### src/hdl/atrlf_pkg.sv
`default_nettype none
package atrlf_pkg;

  localparam int LINE_MAX = 64;
  localparam int FILL_W   = $clog2(LINE_MAX + 1);
  localparam int ADDR_W   = $clog2(LINE_MAX);

  localparam logic [7:0] CHAR_NUL = 8'h00;
  localparam logic [7:0] CHAR_LF  = 8'h0a;
  localparam logic [7:0] CHAR_CR  = 8'h0d;

  localparam int ECHO_LEN = 8;
  localparam int SCAN_LEN = 7;

  // "AT+CWLAP"
  localparam logic [7:0] ECHO_PREFIX [ECHO_LEN] = '{
    8'h41, 8'h54, 8'h2b, 8'h43, 8'h57, 8'h4c, 8'h41, 8'h50
  };
  // "+CWLAP:"
  localparam logic [7:0] SCAN_PREFIX [SCAN_LEN] = '{
    8'h2b, 8'h43, 8'h57, 8'h4c, 8'h41, 8'h50, 8'h3a
  };

  // Decision for one received word, handed from the line state logic to the line store.
  typedef struct packed {
    logic              store;
    logic              forward;
    logic [ADDR_W-1:0] addr;
    logic [FILL_W-1:0] len;
  } decision_t;

endpackage
`default_nettype wire

### src/hdl/atrlf_in_if.sv
`default_nettype none
interface atrlf_in_if;
  logic       valid;
  logic       ready;
  logic [7:0] rx_byte;

  modport source (output valid, output rx_byte, input ready);
  modport sink (input valid, input rx_byte, output ready);
endinterface
`default_nettype wire

### src/hdl/atrlf_out_if.sv
`default_nettype none
interface atrlf_out_if;
  logic       valid;
  logic       ready;
  logic [7:0] line_byte;
  logic       line_last;

  modport source (output valid, output line_byte, output line_last, input ready);
  modport sink (input valid, input line_byte, input line_last, output ready);
endinterface
`default_nettype wire

### src/hdl/atrlf_track.sv
`default_nettype none
module atrlf_track (
  input  wire logic                 clk,
  input  wire logic                 rst_n,
  input  wire logic                 take,
  input  wire logic [7:0]           rx_byte,
  input  wire logic                 cfg_we,
  input  wire logic [7:0]           cfg_wdata,
  output atrlf_pkg::decision_t      dec
);

  logic [atrlf_pkg::FILL_W-1:0] fill_r, fill_nxt, fill_inc;
  logic [7:0] scan_cnt_r, scan_cnt_nxt;
  logic [7:0] max_lines_r;
  logic       echo_ok_r, echo_ok_nxt;
  logic       scan_ok_r, scan_ok_nxt;
  logic       prev_cr_r;

  logic ignore, early_lf, store, complete, echo_m, scan_m, drop;
  logic echo_base, scan_base;

  always_comb begin
    fill_inc  = fill_r + atrlf_pkg::FILL_W'(1);
    ignore    = (fill_r == '0) && (rx_byte == atrlf_pkg::CHAR_NUL);
    early_lf  = (rx_byte == atrlf_pkg::CHAR_LF) && (fill_r < atrlf_pkg::FILL_W'(2));
    store     = !ignore && !early_lf;
    // With fewer than two words held an LF is an early LF, so prev_cr_r
    // always refers to the word just before this one.
    complete  = store && (rx_byte == atrlf_pkg::CHAR_LF) && prev_cr_r;

    // The prefix flags cover the positions written so far in this line.
    echo_base = (fill_r == '0) ? 1'b1 : echo_ok_r;
    scan_base = (fill_r == '0) ? 1'b1 : scan_ok_r;
    echo_ok_nxt = echo_base &&
      ((fill_r >= atrlf_pkg::FILL_W'(atrlf_pkg::ECHO_LEN)) ||
       (rx_byte == atrlf_pkg::ECHO_PREFIX[fill_r[2:0]]));
    scan_ok_nxt = scan_base &&
      ((fill_r >= atrlf_pkg::FILL_W'(atrlf_pkg::SCAN_LEN)) ||
       (rx_byte == atrlf_pkg::SCAN_PREFIX[fill_r[2:0]]));
    echo_m = echo_ok_nxt && (fill_inc >= atrlf_pkg::FILL_W'(atrlf_pkg::ECHO_LEN));
    scan_m = scan_ok_nxt && (fill_inc >= atrlf_pkg::FILL_W'(atrlf_pkg::SCAN_LEN));

    scan_cnt_nxt = scan_cnt_r;
    if (echo_m) begin
      scan_cnt_nxt = '0;
    end else if (scan_m && (scan_cnt_r != 8'hff)) begin
      scan_cnt_nxt = scan_cnt_r + 8'd1;
    end
    drop = scan_m && (scan_cnt_nxt > max_lines_r);

    priority if (ignore) begin
      fill_nxt = fill_r;
    end else if (early_lf || complete ||
                 (fill_inc >= atrlf_pkg::FILL_W'(atrlf_pkg::LINE_MAX))) begin
      fill_nxt = '0;
    end else begin
      fill_nxt = fill_inc;
    end

    dec.store   = store;
    dec.forward = complete && !drop;
    dec.addr    = fill_r[atrlf_pkg::ADDR_W-1:0];
    dec.len     = fill_inc;
  end

  always_ff @(posedge clk) begin
    if (!rst_n) begin
      fill_r      <= '0;
      scan_cnt_r  <= '0;
      max_lines_r <= 8'd8;
      echo_ok_r   <= 1'b0;
      scan_ok_r   <= 1'b0;
      prev_cr_r   <= 1'b0;
    end else begin
      if (cfg_we) begin
        max_lines_r <= cfg_wdata;
      end
      if (take) begin
        fill_r <= fill_nxt;
        if (store) begin
          echo_ok_r <= echo_ok_nxt;
          scan_ok_r <= scan_ok_nxt;
          prev_cr_r <= (rx_byte == atrlf_pkg::CHAR_CR);
        end
        if (complete) begin
          scan_cnt_r <= scan_cnt_nxt;
        end
      end
    end
  end

endmodule
`default_nettype wire

### src/hdl/at_response_line_framer.sv
// A word that completes a forwarded line starts the sequencer: ST_FETCH reads a
// word from the line store into rd_data_r, then ST_SHOW holds it until out_ch.ready
// is high; this repeats for each line word, and no input is taken meanwhile.
// Words that complete no forwarded line are taken one per cycle while in ST_IDLE.
// Synchronous active-low reset clears fill count, scan count and the sequencer;
// max_lines_r returns to 8. The line store is not cleared.
`default_nettype none
module at_response_line_framer (
  input  wire logic        clk,
  input  wire logic        rst_n,
  atrlf_in_if.sink         in_ch,
  atrlf_out_if.source      out_ch,
  input  wire logic        cfg_we,
  input  wire logic [7:0]  cfg_wdata
);

  typedef enum logic [1:0] {ST_IDLE, ST_FETCH, ST_SHOW} state_t;

  state_t                        state_r;
  logic [atrlf_pkg::ADDR_W-1:0]  idx_r;
  logic [atrlf_pkg::FILL_W-1:0]  len_r;
  logic [7:0]                    rd_data_r;
  logic [7:0]                    line_mem [atrlf_pkg::LINE_MAX];
  logic                          take, is_last;
  atrlf_pkg::decision_t          dec;

  assign in_ch.ready = (state_r == ST_IDLE);
  assign take        = in_ch.valid && in_ch.ready;
  assign is_last     = ({1'b0, idx_r} == (len_r - atrlf_pkg::FILL_W'(1)));

  assign out_ch.valid     = (state_r == ST_SHOW);
  assign out_ch.line_byte = rd_data_r;
  assign out_ch.line_last = is_last;

  atrlf_track u_track (
    .clk      (clk),
    .rst_n    (rst_n),
    .take     (take),
    .rx_byte  (in_ch.rx_byte),
    .cfg_we   (cfg_we),
    .cfg_wdata(cfg_wdata),
    .dec      (dec)
  );

  always_ff @(posedge clk) begin
    if (take && dec.store) begin
      line_mem[dec.addr] <= in_ch.rx_byte;
    end
    if (state_r == ST_FETCH) begin
      rd_data_r <= line_mem[idx_r];
    end
  end

  always_ff @(posedge clk) begin
    if (!rst_n) begin
      state_r <= ST_IDLE;
      idx_r   <= '0;
      len_r   <= '0;
    end else begin
      unique case (state_r)
        ST_IDLE: begin
          if (take && dec.forward) begin
            idx_r   <= '0;
            len_r   <= dec.len;
            state_r <= ST_FETCH;
          end
        end
        ST_FETCH: begin
          state_r <= ST_SHOW;
        end
        ST_SHOW: begin
          if (out_ch.ready) begin
            if (is_last) begin
              state_r <= ST_IDLE;
            end else begin
              idx_r   <= idx_r + atrlf_pkg::ADDR_W'(1);
              state_r <= ST_FETCH;
            end
          end
        end
        default: state_r <= ST_IDLE;
      endcase
    end
  end

endmodule
`default_nettype wire

### src/flat_wrapper.sv
// flat-port wrapper written by rule: the top's interface ports become plain ports
module at_response_line_framer_flat 
  (clk, rst_n, cfg_we, cfg_wdata, in_ch_valid, in_ch_rx_byte, in_ch_ready, out_ch_valid, out_ch_line_byte, out_ch_line_last, out_ch_ready);
  atrlf_in_if in_ch_i ();
  atrlf_out_if out_ch_i ();
  input  wire logic clk;
  input  wire logic rst_n;
  input  wire logic cfg_we;
  input  wire logic [7:0] cfg_wdata;
  input wire logic [$bits(in_ch_i.valid)-1:0] in_ch_valid;
  input wire logic [$bits(in_ch_i.rx_byte)-1:0] in_ch_rx_byte;
  output wire logic [$bits(in_ch_i.ready)-1:0] in_ch_ready;
  output wire logic [$bits(out_ch_i.valid)-1:0] out_ch_valid;
  output wire logic [$bits(out_ch_i.line_byte)-1:0] out_ch_line_byte;
  output wire logic [$bits(out_ch_i.line_last)-1:0] out_ch_line_last;
  input wire logic [$bits(out_ch_i.ready)-1:0] out_ch_ready;
  assign in_ch_i.valid = in_ch_valid;
  assign in_ch_i.rx_byte = in_ch_rx_byte;
  assign in_ch_ready = in_ch_i.ready;
  assign out_ch_valid = out_ch_i.valid;
  assign out_ch_line_byte = out_ch_i.line_byte;
  assign out_ch_line_last = out_ch_i.line_last;
  assign out_ch_i.ready = out_ch_ready;
  at_response_line_framer u_core (.clk(clk), .rst_n(rst_n), .in_ch(in_ch_i), .out_ch(out_ch_i), .cfg_we(cfg_we), .cfg_wdata(cfg_wdata));
endmodule
### config.mk
export PLATFORM = sky130hd
export DESIGN_NAME = at_response_line_framer_flat
export DESIGN_NICKNAME = d
export VERILOG_FILES = /design/src/hdl/atrlf_pkg.sv /design/src/hdl/atrlf_in_if.sv /design/src/hdl/atrlf_out_if.sv /design/src/hdl/atrlf_track.sv /design/src/hdl/at_response_line_framer.sv /design/src/flat_wrapper.sv
export SDC_FILE = /design/constraint.sdc
export NUM_CORES = 1
export LEC_CHECK = 0
export CORE_MARGIN = 1
export CORE_UTILIZATION = 45
export DETAILED_ROUTE_END_ITERATION = 10
export DONT_BUFFER_PORTS = 1
export GPL_TIMING_DRIVEN = 0
export SLEW_MARGIN = 10
export SYNTH_ARGS = -nofsm -noshare
export SYNTH_HDL_FRONTEND = slang
export SYNTH_SLANG_ARGS = --single-unit
export TNS_END_PERCENT = 1
### constraint.sdc
create_clock -name clk -period 7.3 [get_ports clk]
set_clock_uncertainty 0.05 [all_clocks]
set_input_delay 0 -clock clk [delete_from_list [all_inputs] [get_ports clk]]
set_output_delay 0 -clock clk [all_outputs]
set_load 0.02 [all_outputs]
==> flow_metrics.py, run 1 <==
metrics = {
    "critical_path": {
        "worst-endpoint-arrival_ns": 5.93,
        "crit_slowest_cell": "dfxtp_1",
        "cp_top_family": "compound AO/OA/AOI/OAI gates",
        "timing.critical_path.to_type": "flop",
        "timing.critical_path.from_type": "flop",
        "crit_path_cell_trace": "clkbuf_1 > inv_1 > ha_1 > clkbuf_2 > nor2b_1 > o21ai_1 > a311oi_2 > and2_1 > nand2_1 > mux2i_1 > nor2_1 > ha_1 > nor2b_1 > o211ai_1 > a21oi_1 > a2111o_1 > a41oi_4 > buf_6 > mux2i_1 > nor2_1",
        "critical_path.n_buffers_inverters": 4,
        "setup.worst_path.class": "reg2reg",
        "critical_path_peak_fanout": 10,
        "worst_path_largest_cell_delay_ns": 0.55,
        "critPathRequiredTime_ns": 7.73,
    },
    "route": {
        "via_per_inst": 5.90,
        "first_iter_violations": 1302,
        "drt-total-wl_mm": 56.4,
        "vias": 12000,
        "route.detailed.wl_per_inst_um": 27.8,
        "drtPass1Iterations": 5,
        "route.antenna.remaining_nets": 0,
        "post-route-drc-count": 0,
    },
    "clock_tree": {
        "cts.sink_count": 561,
        "clk_transition_reported_paths_ns": 0.06,
        "cts_buffers": 57,
        "post_cts_hold_buffer_count": 37,
        "cts_resized": 0,
        "postCtsSetupRepairBufs": 0,
        "clkLatencyLatePin_ns": 0.61,
        "tritoncts": "done",
        "cts_htree_levels": 2,
        "cts_root_buffer": "clkbuf_16",
        "clock_path_buffers": 3,
    },
    "synth": {
        "synth.top_cells.by_area": "edfxtp_1, mux4_2, dfxtp_1",
        "synth_top_cell_by_area": "edfxtp_1",
        "cell_variety_after_synth": 65,
        "synthesis.nets": 1251,
        "synth_largest_type_area_fraction": 0.675,
        "synth_flop_cell": "edfxtp_1",
        "synth-async-reset-ratio": 0,
        "yosys_register_bits": 561,
        "synth.cells.most_frequent": "edfxtp_1, mux4_2, nor2_1",
        "postSynthCellCount": 1213,
        "sequential_cell_area_fraction_in_the_yosys_report": 0.710,
        "synth-warning-count": 0,
        "synth-edff-count": 520,
        "post-synth-top-count-cell": "edfxtp_1",
        "synth_area_per_cell_um2": 19.1,
        "syn-cell-area_um2": 23100,
    },
    "timing": {
        "finalWorstPathRequiredPeriod_ns": 5.50,
        "final-setup-viol-count": 0,
        "grt_setup_unrepaired": "false",
        "timing_max_transition_violations_final": 0,
        "slew_headroom": 0.168,
        "fin_setup_tns_ns": 0,
        "maxClockFrequency_mhz": 182,
        "setup_ws_ns": 1.80,
        "fin_worst_hold_slack_ns": 0.0793,
        "worst-slew-pin-transition_ns": 1.25,
        "period_share": 0.753,
        "final-hold-violation-count": 0,
    },
    "placed_design": {
        "pre_cts_slack_ns": 1.79,
        "number_of_buffers_added_on_ports": 0,
        "place_congestion": 0.798,
        "hpwl_mm": 35.1,
        "dp_cells": 1886,
    },
    "die": {
        "starting_density_of_the_core": 0.459,
        "die_w_um": 229,
        "placementRows": 82,
        "placeableCoreArea_um2": 50500,
        "die_span_y_um": 229,
        "top_level_ports": 32,
        "floorplan.die_area_um2": 52300,
    },
    "power": {
        "leakage_nw": 8.00,
        "vdd_ir_drop_max_v": 0.000173,
        "power.density_nw_per_um2": 245,
    },
    "run_status": {
        "run_status": "complete, no violations",
    },
    "finish": {
        "multi_input_area_um2": 6330,
        "nNetsFinal": 1348,
        "n_fill_cell": 4079,
        "finish.utilization": 0.521,
        "layoutNonFillerInstCount": 2027,
        "layout_area_growth_over_synthesis_pct": 13.6,
        "post_route_cells_drive_above_1_share": 0.230,
        "area.sequential_um2": 16400,
    },
    "global_routing": {
        "gr-usage-all-layers": 0.222,
        "grt.overflow.total": 0,
        "antenna_found_initial": 3,
        "vias_in_the_first_global_route": 12300,
        "pin_count_of_the_biggest_net_entering_global_routing": 69,
        "global_route_wire_length_before_repair_mm": 83.8,
    },
    "hold_path": {
        "worst_hold_path_class": "in2reg",
    },
    "run": {
        "drv.max_cap_violation_count": 0,
    },
}
==> logic make-up after synthesis <==
group | after synthesis | synth area share
xor gates and xnor gates | 33 | 0.0128
adders and majority gates | 17 | 0.00919
DFF | 561 | 0.710
and+or+nand+nor | 254 | 0.0566
buffers and inverters | 94 | 0.0181
AOI/OAI and AO/OA | 66 | 0.0211
muxes | 188 | 0.172
==> final cells by class <==
type,count,share of cell area
flip-flops and latches,561,0.625
multi-input cells,558,0.241
well taps,672,0.0320
clock buffers,66,0.0555
clock inverters,37,0.0108
inverters,17,0.00243
plain buffers,77,0.0135
diodes,1,0.0000952
repair buffers,38,0.0197
==> registers in the layout, indices dropped and copies added, names as in the netlist, 2 cells and up <==
signal                      cells
u_core.line_mem               512
u_core.u_track.max_lines_r      8
u_core.state_r                  2
u_core.u_track.scan_cnt_r       8
u_core.out_ch.line_byte         8
u_core.idx_r                    6
u_core.len_r                    7
u_core.u_track.fill_r           7
==> per-stage QoR <==
step           instance area [um^2]  power (mW)
4_1_cts                       26300        6.50
6_report                      26300        6.45
3_5_place_dp                  24000        3.68
2_1_floorplan                 23100        3.65
5_1_grt                       26300        6.63
3_3_place_gp                  24000        3.68
==> worst reg2reg max path: cells and delay by family (launching register included) <==
kind / cells / cell delay [ns]
AOI/OAI and AO/OA: 6 / 1.52
buffers and inverters: 4 / 1.33
and+or+nand+nor: 6 / 0.83
adders and majority gates: 2 / 0.68
DFF: 1 / 0.55
muxes: 2 / 0.43
==> per-layer routing <==
layer	track usage	vias up	part of all wire
li1	-	5144	-
met5	0	-	0.00021
met4	0.0585	2	0.019
met1	0.321	6314	0.43
met2	0.356	435	0.48
met3	0.0322	66	0.065
==> layout by cell type, fill, tap and decap left out, types with 7 or more instances in the layout <==
| master | n |
|---|---|
| buf_2 | 17 |
| nor2_1 | 107 |
| or3_1 | 11 |
| a21oi_1 | 17 |
| dlygate4sd3_1 | 29 |
| or4_1 | 9 |
| clkbuf_16 | 57 |
| a31oi_1 | 7 |
| mux4_2 | 168 |
| xnor2_1 | 20 |
| mux2i_1 | 20 |
| nand3_1 | 15 |
| clkinv_1 | 13 |
| buf_16 | 8 |
| xor2_1 | 12 |
| inv_1 | 17 |
| ha_1 | 17 |
| nor3_1 | 14 |
| dfxtp_1 | 41 |
| nand4_1 | 10 |
| nand2_1 | 29 |
| clkbuf_1 | 57 |
| o21ai_0 | 11 |
| edfxtp_1 | 520 |
| clkinv_2 | 12 |
==> path summary, 6_finish.rpt <==
check / slack, ns / cells after the start / startpoint / endpoint
setup / recovery: 1.80 / 20 / u_core.u_track.fill_r[0]$_SDFFE_PN0P_ / u_core.len_r[1]$_SDFFE_PN0P_
hold / removal: 0.08 / 4 / in_ch_rx_byte[3] / u_core.u_track.scan_ok_r$_SDFFE_PN0P_
setup reg to reg: 1.80 / 20 / u_core.u_track.fill_r[0]$_SDFFE_PN0P_ / u_core.len_r[1]$_SDFFE_PN0P_
hold reg to reg: 0.46 / 2 / u_core.u_track.echo_ok_r$_SDFFE_PN0P_ / u_core.u_track.echo_ok_r$_SDFFE_PN0P_
==> power by group <==
part	internal [mW]	switching (mW)	total, mW
Combinational	0.0561	0.116	0.172
Clock	1.54	1.22	2.75
Sequential	3.52	0.00462	3.52
Power figures use the tool's default switching activity.
==> run 2, diff against run 1 <==
- clock period: 7.3 -> 5.6 ns (I/O delays scaled with it)
==> run 2 against run 1 <==
Via count about the same. Hold slack about the same. Non-clock buffer count unchanged. First-iteration DRC count increased by 1.2%. Fmax increased by 6.3%. Worst setup slack got worse by 1.4 ns. Sequential cell count unchanged. Sequential power increased by 30%. Global-route usage unchanged. Combinational power increased by 30%. Highest routed layer unchanged.
==> flow_metrics.py, run 2 (synthesis gave the netlist of run 1 again) <==
metrics = {
    "power": {
        "power.density_nw_per_um2": 320,
        "power_switching_share": 0.207,
        "power_report.internal_total_mw": 6.66,
        "vdd_ir_drop_max_v": 0.000226,
        "power.sequential.fraction": 0.546,
        "p_sw_mw": 1.74,
        "power.share.clock": 0.427,
        "comb_power_share": 0.027,
        "leakage_nw": 8.00,
        "total_power_consumption_mw": 8.41,
    },
    "finish": {
        "area.sequential_um2": 16400,
        "largest_reg_flops": 512,
        "nNetsFinal": 1348,
        "layout_area_growth_over_synthesis_pct": 13.6,
        "multi_input_area_um2": 6330,
        "largest-register": "u_core.line_mem",
        "n_fill_cell": 4079,
        "post_route_cells_drive_above_1_share": 0.232,
        "finish.utilization": 0.521,
        "final_cell_mix": "edfxtp_1, mux4_2, nor2_1",
        "most_common_cell_after_layout_fill_and_taps_aside": "edfxtp_1",
    },
    "clock_tree": {
        "cts.sink_count": 561,
        "cts_buffers": 57,
        "clock_path_buffers": 3,
        "cts_htree_levels": 2,
        "tritoncts": "done",
        "clk_transition_reported_paths_ns": 0.06,
        "cts_root_buffer": "clkbuf_16",
        "clkLatencyLatePin_ns": 0.61,
        "postCtsSetupRepairBufs": 0,
    },
    "route": {
        "first_iter_violations": 1317,
        "via_per_inst": 5.90,
        "vias": 12000,
        "drtPass1Iterations": 5,
        "post-route-drc-count": 0,
        "route.antenna.remaining_nets": 0,
        "drt-total-wl_mm": 56.4,
        "route.detailed.wl_per_inst_um": 27.8,
    },
    "hold_path": {
        "worst_hold_path_class": "in2reg",
        "worstHoldStart": "in_ch_rx_byte[3]",
    },
    "timing": {
        "fin_setup_tns_ns": 0,
        "timing_max_transition_violations_final": 0,
        "maxClockFrequency_mhz": 193,
        "final-hold-violation-count": 0,
        "final-setup-viol-count": 0,
        "grt_setup_unrepaired": "false",
        "period_share": 0.923,
        "slew_headroom": 0.173,
        "finalWorstPathRequiredPeriod_ns": 5.17,
        "worst-slew-pin-transition_ns": 1.24,
    },
    "critical_path": {
        "r2r_start": "u_core.u_track.fill_r[0]$_SDFFE_PN0P_",
        "critPathRequiredTime_ns": 6.03,
        "timing.critical_path.from_type": "flop",
        "timing.critical_path.from": "u_core.u_track.fill_r[0]$_SDFFE_PN0P_",
        "setup.worst_path.class": "reg2reg",
        "critical_path_peak_fanout": 10,
        "worst-endpoint-arrival_ns": 5.60,
        "timing.critical_path.to_type": "flop",
    },
    "die": {
        "die_span_y_um": 229,
        "top_level_ports": 32,
        "placementRows": 82,
        "starting_density_of_the_core": 0.459,
        "floorplan.die_area_um2": 52300,
        "placeableCoreArea_um2": 50500,
        "die_w_um": 229,
    },
    "placed_design": {
        "hpwl_mm": 35.1,
        "place_congestion": 0.798,
        "number_of_buffers_added_on_ports": 0,
    },
    "run": {
        "drv.max_cap_violation_count": 0,
    },
    "global_routing": {
        "grt.overflow.total": 0,
        "antenna_found_initial": 3,
        "gr-usage-all-layers": 0.222,
        "vias_in_the_first_global_route": 12300,
        "pin_count_of_the_biggest_net_entering_global_routing": 69,
        "global_route_wire_length_before_repair_mm": 83.8,
    },
    "run_status": {
        "run_status": "complete, no violations",
    },
}
[run 2: cell counts in the layout (fill, tap and decap cells not counted)]
Identical to the previous run, type by type.
[run 2: path summary, 6_finish.rpt]
path | to | slack, ns | cells past startpoint
min | u_core.u_track.scan_ok_r$_SDFFE_PN0P_ | 0.08 | 4
max reg2reg | u_core.len_r[1]$_SDFFE_PN0P_ | 0.43 | 20
min reg2reg | u_core.u_track.echo_ok_r$_SDFFE_PN0P_ | 0.46 | 2
max | u_core.len_r[1]$_SDFFE_PN0P_ | 0.43 | 20
[run 2: stage by stage]
| stage | setup slack (ns) | cell area (um^2) | instances | hold WS [ns] |
|---|---|---|---|---|
| final | 0.430 | 26300 | 2027 | 0.0798 |
| after detailed placement | 0.0937 | 24000 | 1886 | 0.0545 |
| after floorplan | 1.15 | 23100 | 1213 | 0.0489 |
| after global routing | 0.0804 | 26300 | 2027 | 0.0857 |
| after global placement | 0.162 | 24000 | 1885 | 0.0548 |
| after CTS | 0.0739 | 26300 | 2026 | 0.0457 |
[run 2: power by group through the flow]
stage                     Clock [mW]  Combinational, mW  Sequential, mW
after floorplan                    0             0.0808            4.68
after global placement             0              0.113            4.68
after detailed placement           0              0.115            4.68
after CTS                       3.65              0.226            4.59
after global routing            3.81              0.242            4.59
final                           3.59              0.224            4.59
[run 2: worst max-delay path, stage by stage, from the launching register on]
cell and delay [ns]:
dfxtp_1 0.54, clkbuf_2 0.37, inv_1 0.25, ha_1 0.34, clkbuf_2 0.23, nor2b_1 0.16
o21ai_1 0.08, a311oi_2 0.51, and2_1 0.25, nand2_1 0.16, mux2i_1 0.22, nor2_1 0.07
ha_1 0.31, nor2b_1 0.13, o211ai_1 0.17, a21oi_1 0.10, a2111o_1 0.38, a41oi_4 0.28
buf_6 0.20, mux2i_1 0.21, nor2_1 0.05
[run 2: final cells by class]
class | instances | area share
Inverter | 17 | 0.00243
Antenna cell | 1 | 0.0000952
Sequential cell | 561 | 0.625
Tap cell | 672 | 0.0320
Clock inverter | 37 | 0.0108
Timing Repair Buffer | 38 | 0.0197
Buffer | 77 | 0.0136
Clock buffer | 66 | 0.0555
Multi-Input combinational cell | 558 | 0.241
[run 2: repair_timing]
action / in CTS / in global routing
endpoints found under the setup margin: 0 / 12
hold buffers: 37 / 0
gates resized for setup: 0 / 4
hold endpoints to repair: 548 / 0
[run 2: layer usage]
metal  vias up  track usage  wire (um)
met4         2       0.0585       1090
met5         -            0         12
met1      6291        0.321      24300
met2       457        0.356      27200
li1       5142            -          -
met3        70       0.0322       3770
